File: src/hw/rtl/ett_pkg.sv
// Shared types, constants and helpers for the event timer table.
`timescale 1ns / 1ps

package ett_pkg;

  localparam int SLOT_COUNT  = 16;
  localparam int MAX_RESULTS = 16;
  localparam int IDX_W       = $clog2(SLOT_COUNT);
  localparam int REP_W       = $clog2(MAX_RESULTS + 1);

  localparam logic [1:0] REQ_ALLOC = 2'd0;
  localparam logic [1:0] REQ_FREE  = 2'd1;
  localparam logic [1:0] REQ_TICK  = 2'd2;

  localparam logic [1:0] ST_DONE  = 2'd0;
  localparam logic [1:0] ST_FULL  = 2'd1;
  localparam logic [1:0] ST_FIRED = 2'd2;

  typedef logic [IDX_W-1:0] idx_t;

  typedef struct packed {
    logic [15:0] count;
    logic [15:0] reload;
  } entry_t;

  typedef struct packed {
    logic   we;
    idx_t   waddr;
    entry_t wdata;
    idx_t   raddr;
  } mem_req_t;

  typedef struct packed {
    logic busy;
    logic pend_valid;
  } seq_status_t;

  function automatic logic [3:0] to_slot(input idx_t idx);
    logic [IDX_W+3:0] wide;
    wide = {4'b0000, idx};
    return wide[3:0];
  endfunction

endpackage

File: src/hw/rtl/event_timer_table_unit.sv
// Top level of the event timer table: sequencer, slot memory and checks.
//
//   Channel  Direction  Handshake              Payload
//   in_      input      in_valid / in_ready    req_type, slot_id, initial_delay, period
//   out_     output     out_valid / out_ready  status, result_slot, last
//
// Allocate, free and unknown requests each give one last-marked result.
// A tick scans every slot: the slot memory has one read port and one write
// port, so the scan reads and updates one slot per cycle unless a full output
// register stalls it; the flush state then delivers the last-marked result.
// Reset clears all slots to inactive; the slot memory is not cleared.
`timescale 1ns / 1ps

module event_timer_table_unit (
  input  logic        clk,
  input  logic        rst_n,
  input  logic        in_valid,
  output logic        in_ready,
  input  logic [1:0]  in_req_type,
  input  logic [3:0]  in_slot_id,
  input  logic [15:0] in_initial_delay,
  input  logic [15:0] in_period,
  output logic        out_valid,
  input  logic        out_ready,
  output logic [1:0]  out_status,
  output logic [3:0]  out_result_slot,
  output logic        out_last
);

  ett_pkg::mem_req_t    mem_req;
  ett_pkg::entry_t      mem_rdata;
  ett_pkg::seq_status_t seq_status;

  ett_seq u_seq (
    .clk              (clk),
    .rst_n            (rst_n),
    .in_valid         (in_valid),
    .in_ready         (in_ready),
    .in_req_type      (in_req_type),
    .in_slot_id       (in_slot_id),
    .in_initial_delay (in_initial_delay),
    .in_period        (in_period),
    .out_valid        (out_valid),
    .out_ready        (out_ready),
    .out_status       (out_status),
    .out_result_slot  (out_result_slot),
    .out_last         (out_last),
    .mem_req          (mem_req),
    .mem_rdata        (mem_rdata),
    .status           (seq_status)
  );

  ett_slot_mem u_mem (
    .clk   (clk),
    .req   (mem_req),
    .rdata (mem_rdata)
  );

`ifndef ASSERT_OFF
  a_busy_blocks_input: assert property (@(posedge clk) disable iff (!rst_n)
    seq_status.busy |-> !in_ready)
    else $error("input accepted during a tick scan");

  a_tick_starts_scan: assert property (@(posedge clk) disable iff (!rst_n)
    (in_valid && in_ready && in_req_type == ett_pkg::REQ_TICK) |=> seq_status.busy)
    else $error("tick transfer did not start a scan");

  a_single_result: assert property (@(posedge clk) disable iff (!rst_n)
    (in_valid && in_ready && in_req_type != ett_pkg::REQ_TICK) |=> (out_valid && out_last))
    else $error("single-result request gave no last result");

  a_scan_end_last: assert property (@(posedge clk) disable iff (!rst_n)
    $fell(seq_status.busy) |-> (out_valid && out_last && !seq_status.pend_valid))
    else $error("tick ended without a last-marked result");
`endif

endmodule

File: src/hw/rtl/ett_slot_mem.sv
// Slot memory holding countdown and reload values, with a registered read.
`timescale 1ns / 1ps

module ett_slot_mem (
  input  logic             clk,
  input  ett_pkg::mem_req_t req,
  output ett_pkg::entry_t   rdata
);

  ett_pkg::entry_t mem_r [ett_pkg::SLOT_COUNT];
  ett_pkg::entry_t rdata_r;

  always_ff @(posedge clk) begin
    if (req.we) begin
      mem_r[req.waddr] <= req.wdata;
    end
    rdata_r <= mem_r[req.raddr];
  end

  assign rdata = rdata_r;

endmodule

File: src/hw/rtl/ett_seq.sv
// Request sequencer: active bits, slot scan, result ordering and output register.
`timescale 1ns / 1ps

module ett_seq (
  input  logic                 clk,
  input  logic                 rst_n,
  input  logic                 in_valid,
  output logic                 in_ready,
  input  logic [1:0]           in_req_type,
  input  logic [3:0]           in_slot_id,
  input  logic [15:0]          in_initial_delay,
  input  logic [15:0]          in_period,
  output logic                 out_valid,
  input  logic                 out_ready,
  output logic [1:0]           out_status,
  output logic [3:0]           out_result_slot,
  output logic                 out_last,
  output ett_pkg::mem_req_t    mem_req,
  input  ett_pkg::entry_t      mem_rdata,
  output ett_pkg::seq_status_t status
);

  localparam logic [1:0] S_IDLE  = 2'd0;
  localparam logic [1:0] S_SCAN  = 2'd1;
  localparam logic [1:0] S_FLUSH = 2'd2;

  logic [1:0]                     state_r, state_nxt;
  ett_pkg::idx_t                  proc_r, proc_nxt;
  logic [ett_pkg::SLOT_COUNT-1:0] active_r, active_nxt;
  logic                           pend_v_r, pend_v_nxt;
  ett_pkg::idx_t                  pend_idx_r, pend_idx_nxt;
  logic [ett_pkg::REP_W-1:0]      rep_r, rep_nxt;
  logic                           out_valid_r, out_valid_nxt;
  logic [1:0]                     out_status_r, out_status_nxt;
  logic [3:0]                     out_slot_r, out_slot_nxt;
  logic                           out_last_r, out_last_nxt;

  logic                           out_can;
  logic                           accept;
  logic                           found;
  ett_pkg::idx_t                  free_idx;
  logic [ett_pkg::IDX_W+3:0]      sid_wide;
  ett_pkg::idx_t                  sid_idx;
  logic                           cur_active;
  logic                           fire;
  logic                           record;
  logic                           need_emit;
  logic                           stall;

  always_comb begin
    found    = 1'b0;
    free_idx = '0;
    for (int i = ett_pkg::SLOT_COUNT - 1; i >= 0; i--) begin
      if (!active_r[i]) begin
        found    = 1'b1;
        free_idx = ett_pkg::idx_t'(i);
      end
    end
  end

  assign sid_wide   = {{ett_pkg::IDX_W{1'b0}}, in_slot_id};
  assign sid_idx    = sid_wide[ett_pkg::IDX_W-1:0];
  assign out_can    = !out_valid_r || out_ready;
  assign in_ready   = (state_r == S_IDLE) && out_can;
  assign accept     = in_valid && in_ready;
  assign cur_active = active_r[proc_r];
  assign fire       = cur_active && (mem_rdata.count <= 16'd1);
  assign record     = fire && (rep_r < ett_pkg::REP_W'(ett_pkg::MAX_RESULTS));
  assign need_emit  = record && pend_v_r;
  assign stall      = need_emit && !out_can;

  always_comb begin
    state_nxt      = state_r;
    proc_nxt       = proc_r;
    active_nxt     = active_r;
    pend_v_nxt     = pend_v_r;
    pend_idx_nxt   = pend_idx_r;
    rep_nxt        = rep_r;
    out_valid_nxt  = out_valid_r;
    out_status_nxt = out_status_r;
    out_slot_nxt   = out_slot_r;
    out_last_nxt   = out_last_r;
    mem_req        = '0;

    if (out_valid_r && out_ready) begin
      out_valid_nxt = 1'b0;
    end

    case (state_r)
      S_IDLE: begin
        if (accept) begin
          case (in_req_type)
            ett_pkg::REQ_ALLOC: begin
              out_valid_nxt = 1'b1;
              out_last_nxt  = 1'b1;
              if (found) begin
                active_nxt[free_idx] = 1'b1;
                mem_req.we           = 1'b1;
                mem_req.waddr        = free_idx;
                mem_req.wdata.count  = in_initial_delay;
                mem_req.wdata.reload = in_period;
                out_status_nxt       = ett_pkg::ST_DONE;
                out_slot_nxt         = ett_pkg::to_slot(free_idx);
              end else begin
                out_status_nxt = ett_pkg::ST_FULL;
                out_slot_nxt   = 4'd0;
              end
            end
            ett_pkg::REQ_FREE: begin
              if (32'(in_slot_id) < ett_pkg::SLOT_COUNT) begin
                active_nxt[sid_idx] = 1'b0;
              end
              out_valid_nxt  = 1'b1;
              out_status_nxt = ett_pkg::ST_DONE;
              out_slot_nxt   = in_slot_id;
              out_last_nxt   = 1'b1;
            end
            ett_pkg::REQ_TICK: begin
              state_nxt  = S_SCAN;
              proc_nxt   = '0;
              pend_v_nxt = 1'b0;
              rep_nxt    = '0;
            end
            default: begin
              out_valid_nxt  = 1'b1;
              out_status_nxt = ett_pkg::ST_DONE;
              out_slot_nxt   = 4'd0;
              out_last_nxt   = 1'b1;
            end
          endcase
        end
      end
      S_SCAN: begin
        mem_req.raddr = stall ? proc_r : ett_pkg::idx_t'(proc_r + 1'b1);
        if (!stall) begin
          if (cur_active) begin
            if (fire) begin
              if (mem_rdata.reload != 16'd0) begin
                mem_req.we           = 1'b1;
                mem_req.waddr        = proc_r;
                mem_req.wdata.count  = mem_rdata.reload;
                mem_req.wdata.reload = mem_rdata.reload;
              end else begin
                active_nxt[proc_r] = 1'b0;
              end
            end else begin
              mem_req.we           = 1'b1;
              mem_req.waddr        = proc_r;
              mem_req.wdata.count  = mem_rdata.count - 16'd1;
              mem_req.wdata.reload = mem_rdata.reload;
            end
          end
          if (need_emit) begin
            out_valid_nxt  = 1'b1;
            out_status_nxt = ett_pkg::ST_FIRED;
            out_slot_nxt   = ett_pkg::to_slot(pend_idx_r);
            out_last_nxt   = 1'b0;
          end
          if (record) begin
            pend_v_nxt   = 1'b1;
            pend_idx_nxt = proc_r;
            rep_nxt      = rep_r + 1'b1;
          end
          if (proc_r == ett_pkg::idx_t'(ett_pkg::SLOT_COUNT - 1)) begin
            state_nxt = S_FLUSH;
          end else begin
            proc_nxt = ett_pkg::idx_t'(proc_r + 1'b1);
          end
        end
      end
      S_FLUSH: begin
        if (out_can) begin
          out_valid_nxt = 1'b1;
          out_last_nxt  = 1'b1;
          if (pend_v_r) begin
            out_status_nxt = ett_pkg::ST_FIRED;
            out_slot_nxt   = ett_pkg::to_slot(pend_idx_r);
          end else begin
            out_status_nxt = ett_pkg::ST_DONE;
            out_slot_nxt   = 4'd0;
          end
          pend_v_nxt = 1'b0;
          rep_nxt    = '0;
          state_nxt  = S_IDLE;
        end
      end
      default: begin
        state_nxt = S_IDLE;
      end
    endcase
  end

  always_ff @(posedge clk) begin
    if (!rst_n) begin
      state_r     <= S_IDLE;
      proc_r      <= '0;
      active_r    <= '0;
      pend_v_r    <= 1'b0;
      rep_r       <= '0;
      out_valid_r <= 1'b0;
    end else begin
      state_r     <= state_nxt;
      proc_r      <= proc_nxt;
      active_r    <= active_nxt;
      pend_v_r    <= pend_v_nxt;
      rep_r       <= rep_nxt;
      out_valid_r <= out_valid_nxt;
    end
  end

  always_ff @(posedge clk) begin
    pend_idx_r   <= pend_idx_nxt;
    out_status_r <= out_status_nxt;
    out_slot_r   <= out_slot_nxt;
    out_last_r   <= out_last_nxt;
  end

  assign out_valid         = out_valid_r;
  assign out_status        = out_status_r;
  assign out_result_slot   = out_slot_r;
  assign out_last          = out_last_r;
  assign status.busy       = (state_r != S_IDLE);
  assign status.pend_valid = pend_v_r;

endmodule
File: config.mk
export PLATFORM = sky130hd
export DESIGN_NAME = event_timer_table_unit
export DESIGN_NICKNAME = d
export VERILOG_FILES = /design/src/hw/rtl/ett_pkg.sv /design/src/hw/rtl/event_timer_table_unit.sv /design/src/hw/rtl/ett_slot_mem.sv /design/src/hw/rtl/ett_seq.sv
export SDC_FILE = /design/constraint.sdc
export NUM_CORES = 1
export LEC_CHECK = 0
export ABC_AREA = 1
export BUFFER_PORTS_ARGS = -buffer_cell sky130_fd_sc_hd__buf_4
export CORE_ASPECT_RATIO = 0.7
export CORE_UTILIZATION = 60
export CTS_CLUSTER_DIAMETER = 30
export DETAILED_ROUTE_END_ITERATION = 10
export HOLD_SLACK_MARGIN = 0.08
export PLACE_DENSITY = 0.77
export RECOVER_POWER = 25
export SYNTH_ARGS = -nofsm -noshare
export SYNTH_HDL_FRONTEND = slang
export SYNTH_SLANG_ARGS = --single-unit
export TNS_END_PERCENT = 30
File: constraint.sdc
create_clock -name clk -period 4.58 [get_ports clk]
set_clock_uncertainty 0.15 [all_clocks]
set_input_delay 0.458 -clock clk [delete_from_list [all_inputs] [get_ports clk]]
set_output_delay 0.458 -clock clk [all_outputs]
set_load 0.05 [all_outputs]
Word level (Yosys, flattened, before mapping)
Memories as Yosys holds them, arrays and structs flattened. A register that Yosys moved wholly into a read port is not among the register bits.
Cells that the tools add are included.
W data, S select, Z words.
- memory bits (read-only): 0
- output and inout port bits: 9
- bits in writable memories: 512
- input bits: 42
- bits in latches: 0
- register bits: 40
- logic and storage cells: 183
- memories: 1
- $add $sub $neg: 3
- shift-type cells: 0
- eq/ne operators: 19
- bitwise gates (word level): 6
- multiply operators: 0
- reduce and logical (&&, ||, !) cells: 24
- multiplexer cells: 112
- order comparisons: 8
- div/mod/pow operators: 0
- memories (name ; words ; bits a word ; rd ports ; clocked after memory_dff ; write ports ; line ; source):
    u_mem.mem_r ; 16 ; 32 ; 1 ; 1 ; 1 ; ett_slot_mem.sv:10 ; ett_pkg::entry_t mem_r [ett_pkg::SLOT_COUNT];
- operators with widths (kind ; number):
    $mux W37 ; 7
    $mux W4 ; 28
    $mux W16 ; 6
    $pmux W37 S2 ; 1
    $pmux W16 S2 ; 2
    $mux W1 ; 39
    $and A16 B16 Y16 ; 2
    $not A16 Y16 ; 2
    $mux W5 ; 5
    $pmux W4 S3 ; 2
    $mux W2 ; 10
    $le A16 B1 Y1 const B ; 1
    $or A16 B16 Y16 ; 1
    $reduce_bool A16 Y1 ; 1
    $sub A16 B1 Y16 const B ; 1
    $lt A4 B5 Y1 const B ; 3
    $pmux W5 S3 ; 1
    $ne A2 B1 Y1 const B ; 7
    $demux W1 S4 ; 3
    $ge A4 B1 Y1 const B ; 3
    $pmux W2 S3 ; 2
    $reduce_and A6 Y1 ; 2
    $logic_and A1 B1 Y1 ; 10
    $ne A2 B2 Y1 const B ; 5
    other kinds (21) ; 28

Logic depth before layout (Yosys ltp)
- depth in word-level cells: 25
- depth in mapped cells: 20
- gate-level depth less buffers: 18

Cells and area by module
Synthesis repeated with hierarchy kept, for this count alone.
- cells, all modules: 2766
- area, all modules: 26616.8 µm²
- modules (own cells, without submodules) (module ; instances ; cells an instance ; area an instance (µm²) ; sequential area each (µm²)):
    ett_slot_mem ; 1 ; 2120 ; 22730.6 ; 16015.4
    ett_seq ; 1 ; 646 ; 3886.2 ; 910.9

Worst setup path before layout
No wires, ideal clock.
- kind: flip-flop to flip-flop
- from: register u_seq.out_valid_r (netlist: u_seq.out_valid)
- to: memory u_mem.mem_r[0][0] (netlist bit) (enable)
- data required time: 4.009 ns
- period minus slack after synthesis: 4.185 ns
- setup time: 0.421 ns
- setup slack: 0.395 ns
- arrival time: 3.614 ns
- cell stages (with the launch flop): 13
- path buffers: 0
- cells stage by stage: dfxtp_1 inv_1 nor2_1 nor2_1 nand2_1 inv_1 nand3_1 clkinv_1 nand2_1 o21ai_0 inv_1 nand3_1 nor2_1
- longest elaborated chain between the ends: 8
- elaborated cells on any way between the ends: 11
- those cells by class: mux: 5; reduce/logical: 6
- ends and longest elaborated chain (element ; line ; source):
    from (decl) ; ett_seq.sv:33 ; logic out_valid_r, out_valid_nxt;
    from (signal assigned) ; ett_seq.sv:207 ; out_valid_r <= out_valid_nxt;
    $logic_not A1 Y1 (*) ; ett_seq.sv:63 ; assign out_can = !out_valid_r || out_ready;
    $logic_or A1 B1 Y1 (*) ; ett_seq.sv:63 ;
    $logic_and A1 B1 Y1 (*) ; ett_seq.sv:64 ; assign in_ready = (state_r == S_IDLE) && out_can;
    named net in_ready ; event_timer_table_unit.sv:18 ; output logic in_ready,
    $logic_and A1 B1 Y1 (*) ; ett_seq.sv:65 ; assign accept = in_valid && in_ready;
    $mux W37 (*) ; ett_seq.sv:91 ; if (accept) begin
    $pmux W37 S2 (*) ; ett_seq.sv:89 ; case (state_r)
    $mux W1 ; ett_slot_mem.sv:14 ; if (req.we) begin
    $mux W1 (implied by the code) ; ett_slot_mem.sv:15 ; mem_r[req.waddr] <= req.wdata;
    to (decl) ; ett_slot_mem.sv:10 ;
Mark *: on every way through the listed nets, which the timed path passes. The rest lies on a longest branch.

Final worst setup path
- from: register u_seq.proc_r[0]
- to: register u_seq.out_last_r (netlist: u_seq.out_last) (enable)
- longest elaborated chain between the ends: 8
- elaborated cells on any way between the ends: 9
- those cells by class: eq/ne: 2; mux: 2; reduce/logical: 5
- ends and longest elaborated chain (element ; line ; source):
    from (decl) ; ett_seq.sv:28 ; ett_pkg::idx_t proc_r, proc_nxt;
    from (signal assigned) ; ett_seq.sv:203 ; proc_r <= proc_nxt;
    $bmux W1 S4 (*) ; ett_seq.sv:66 ; assign cur_active = active_r[proc_r];
    $mux W1 (implied by the code) (*) ; ett_seq.sv:66 ;
    $logic_and A1 B1 Y1 (*) ; ett_seq.sv:67 ; assign fire = cur_active && (mem_rdata.count <= 16'd1);
    $logic_and A1 B1 Y1 (*) ; ett_seq.sv:68 ; assign record = fire && (rep_r < ett_pkg::REP_W'(ett_pkg::MAX_RESULTS));
    $logic_and A1 B1 Y1 (*) ; ett_seq.sv:69 ; assign need_emit = record && pend_v_r;
    $logic_and A1 B1 Y1 ; ett_seq.sv:70 ; assign stall = need_emit && !out_can;
    $ne A2 B2 Y1 (no line) ; - ;
    $reduce_and A6 Y1 (no line) (*) ; - ;
    to (signal assigned) ; ett_seq.sv:215 ; out_last_r <= out_last_nxt;
    to (decl) ; ett_seq.sv:36 ; logic out_last_r, out_last_nxt;
Mark *: on every way between the ends. The rest lies on a longest branch, timed or not. The select of a mux whose other input is x is not followed.
A chain may end at the register's enable or synchronous reset.

==> metrics.md <==
| Metric | Value |
|---|---|
| Max_slew headroom | `-0.567` |
| Root buf cell | `clkbuf_16` |
| Worst min-delay path category | `in2reg` |
| Worst reg2reg path startpoint | `u_seq.proc_r[0]` |
| Synthesized flop and latch total | `584` |
| Post-synth top cells | `inv_1 (593), edfxtp_1 (523), nand3_1 (496), nand2_1 (465), nand4_1 (272)` |
| Post-synth top area share | `0.571` |
| Via/cell ratio | `6.11` |
| Layout Nets | `approximately 3k` |
| Initial antenna violation count | `1` |
| # DRC | `0` |
| Element type at the critical path end | `register` |
| # H-tree levels | `3` |
| Tcrit/Tclk final | `0.931` |
| Starting density of the core | `0.609` |
| Syn Area/Cell | `between 9 and 10 um^2` |
| Worst-Skew Late Latency | `around 0.61 ns` |
| Fin Setup TNS | `0 ns` |
| Crit path DAT | `between 4 and 5 ns` |
| Failing checks | `capacitance limit, slew limit` |
| Sequential fraction of the synthesis area | `0.615` |
| Leading post-synthesis cells by cell area | `edfxtp_1 (57%), nand3_1 (9.0%), inv_1 (8.1%), nand2_1 (6.3%), nand4_1 (6.2%)` |
| Final wirelength | `around 80000 um` |
| CTS Sinks | `just under 600` |
| Worst hold start | `in_req_type[0]` |
| Synthesized Nets | `between 2k and 3k` |
| Mapped Area | `around 28000 um^2` |
| Layout area overhead | `15.5%` |
| Num rows | `65` |
| GRT Total Usage | `0.339` |
| # IOs | `51` |
| Static Leak | `around 14 nW` |
| Ys flop type | `edfxtp_1` |
| Post-DP Area | `28800 um^2` |
| Critical path cell sequence | `inv_2 -> nand2_1 -> nand3_1 -> nand2_1 -> nand2_1 -> nand2_1 -> nor2_1 -> nand3_2 -> nor2_4 -> nand2_4 -> nor2_1 -> a2111oi_1` |
| CTS buffer count | `88` |
| Netlist cell types | `37` |
| Total congestion overflow | `0` |
| Post-synth EDFFs | `approximately 520` |
| Worst slack, placed | `0.582 ns` |
| Clock buffer depth | `3` |
| Share of layout cells above drive strength 1 | `0.0966` |
| Unrepaired setup endpoints after global routing | `false` |
| Final setup fails | `0` |
| Cell area after layout | `around 32000 um^2` |
| Final hold vios | `0` |
| Max Cap Viol | `4` |
| Final antenna-violating net count | `0` |
| Setup Fix Bufs, Post-CTS | `0` |
| Ys async rst share | `0` |
| Number of global-route vias before repair | `between 20k and 25k` |
| Reg2Reg Depth | `12` |
| Total power | `about 16 mW` |
| Hold Path Stages | `6` |
| Hold Path Sink | `u_seq.state_r[1]` |
| Avg WL per Cell | `22.1 um` |
| CP Class | `reg2reg` |
| First-pass DRT Iterations | `6` |
| CP peak stage delay | `between 1.5 and 2 ns` |
| Yosys warns | `0` |
| VDD IR max | `0.378 mV` |
| CTS tree | `yes` |
| Least-Margin Pin Slew | `around 2.3 ns` |
| Die height | `181 um` |
| Clk slew on worst S/H paths | `0.05 ns` |
| PortBufs | `50` |
| Post-cts gate resize count | `0` |
| Cell mode on critical path | `nand2_1` |
| First-pass GRT wire length | `between 100000 and 150000 um` |
| Crit path max-delay cell type | `a2111oi_1` |
| WP data required | `between 4 and 5 ns` |
| Via count | `22.0k` |
| Critical Path Fanout Max | `14` |
| DIE WIDTH | `around 260 um` |
| Setup ws final | `about 0.32 ns` |
| Leading area contributor after synthesis | `edfxtp_1` |
| DRT iter0 DRCs | `~3.2k` |
| CTS Hold Buffers Added | `1` |
| Mapped Cells | `~2.9k` |
| Top-count cell post-synth | `inv_1` |
| CP bufs+invs | `1` |
| Fmax | `approximately 230 MHz` |
| Worst r2r dst | `u_seq.out_last` |
| Final RePlAce weighted congestion | `approximately 0.93` |
| Placed Instances | `between 3k and 4k` |
| P per Cell Area | `516 nW/um^2` |
| DP Wirelength | `43200 um` |
| Die ar. | `46700 um^2` |
| Status | `finished, violations left` |
| Largest net degree at the start of global routing | `around 230` |
| Reg-to-reg slack, setup | `0.32 ns` |
| Worst setup SP type | `register` |
| Finished Layout Cells | `about 3.6k` |
| Cell family with most CP delay | `compound AO/OA/AOI/OAI gates` |
| Max-slew violation count | `270` |
| Core area | `45100 um^2` |
| Fin crit period | `4.26 ns` |
-- final cells by class --
| cell class | count | area [um^2] |
|---|---|---|
| repair buffers | 140 | 1110 |
| inverters | 601 | 2260 |
| flip-flops and latches | 584 | 16900 |
| fillers | 3225 | 13400 |
| diodes | 1 | 2.50 |
| well taps | 603 | 754 |
| clock buffers | 113 | 2420 |
| multi-input cells | 1513 | 7680 |
| clock inverters | 51 | 601 |
-- flip-flops by register name, indices dropped and copies added (netlist names) --
| signal | count |
|---|---|
| u_mem.mem_r | 512 |
| u_mem.rdata | 32 |
| u_seq.active_r | 16 |
| u_seq.rep_r | 5 |
| u_seq.out_result_slot | 4 |
| u_seq.pend_idx_r | 4 |
| u_seq.proc_r | 4 |
| u_seq.out_status | 2 |
| u_seq.state_r | 2 |
| u_seq.out_last | 1 |
| u_seq.out_valid | 1 |
| u_seq.pend_v_r | 1 |
-- cells in the final DEF (no fill, tap or decap), drive strengths merged --
cell / netlist / final
bufinv: 0 / 11
a22o: 3 / 3
a221oi: 1 / 1
clkbuf: 60 / 138
diode: 0 / 1
o31ai: 2 / 2
nor3: 7 / 7
clkinv: 2 / 26
nand3: 500 / 500
a21oi: 68 / 68
xor2: 9 / 9
o211ai: 2 / 2
a2111oi: 2 / 2
dfxtp: 61 / 61
o22a: 1 / 1
buf: 123 / 114
nor4: 2 / 2
clkinvlp: 0 / 7
edfxtp: 523 / 523
xnor2: 6 / 6
nor2: 76 / 76
dlygate4sd3: 0 / 1
o21ai: 71 / 71
a211oi: 2 / 2
o21a: 2 / 2
o22ai: 6 / 6
ha: 11 / 11
inv: 599 / 608
nand4: 272 / 272
a31oi: 3 / 3
nand2: 467 / 467
-- metal layers --
layer,share of wire,vias up,global-route usage
met2,0.45,1535,0.512
met3,0.12,268,0.0794
met4,0.045,0,0.158
li1,-,9856,-
met5,0,-,0
met1,0.39,10389,0.468
-- how the worst max path moves through the flow --
| stage | cells after the start | to | from | slack, ns |
|---|---|---|---|---|
| 3_5_place_dp | 17 | u_mem.rdata[25] | u_seq.proc_r[1] | 0.58 |
| 2_1_floorplan | 12 | u_mem.mem_r[0][0] | u_seq.out_valid | 0.39 |
| 4_1_cts | 17 | u_mem.rdata[23] | u_seq.proc_r[1] | 0.54 |
| 6_report | 12 | u_seq.out_last | u_seq.proc_r[0] | 0.32 |
| 3_3_place_gp | 17 | u_mem.rdata[19] | u_seq.proc_r[1] | 0.73 |
| 5_1_grt | 17 | u_mem.rdata[23] | u_seq.proc_r[1] | 0.15 |
-- tightest hold or removal path, stage by stage --
cell     delay (ns)
buf_4          0.09
inv_1          0.04
nand2_1        0.05
nand2_1        0.08
nand4_1        0.13
a21oi_1        0.07
-- power by group --
part	total, mW	switching [mW]	internal [mW]
registers	6.53	0.244	6.29
clock network	6.80	2.43	4.37
logic	3.04	2.23	0.812
total	16.4	4.90	11.5
-- through the flow --
stage	utilization	hold slack, ns
finish	0.704	0.238
global route	0.703	0.268
CTS	0.706	0.215
detailed placement	0.639	0.312
global placement	0.639	0.305
floorplan	-	0.253
-- kinds of logic after synthesis --
group / Yosys count / share of synthesized area
flops: 584 / 0.615
simple gates: 1324 / 0.231
xor+xnor: 15 / 0.00478
compound gates: 163 / 0.0320
fa+ha+maj: 11 / 0.00500
buf+inv: 784 / 0.112
Power figures use the tool's default switching activity.
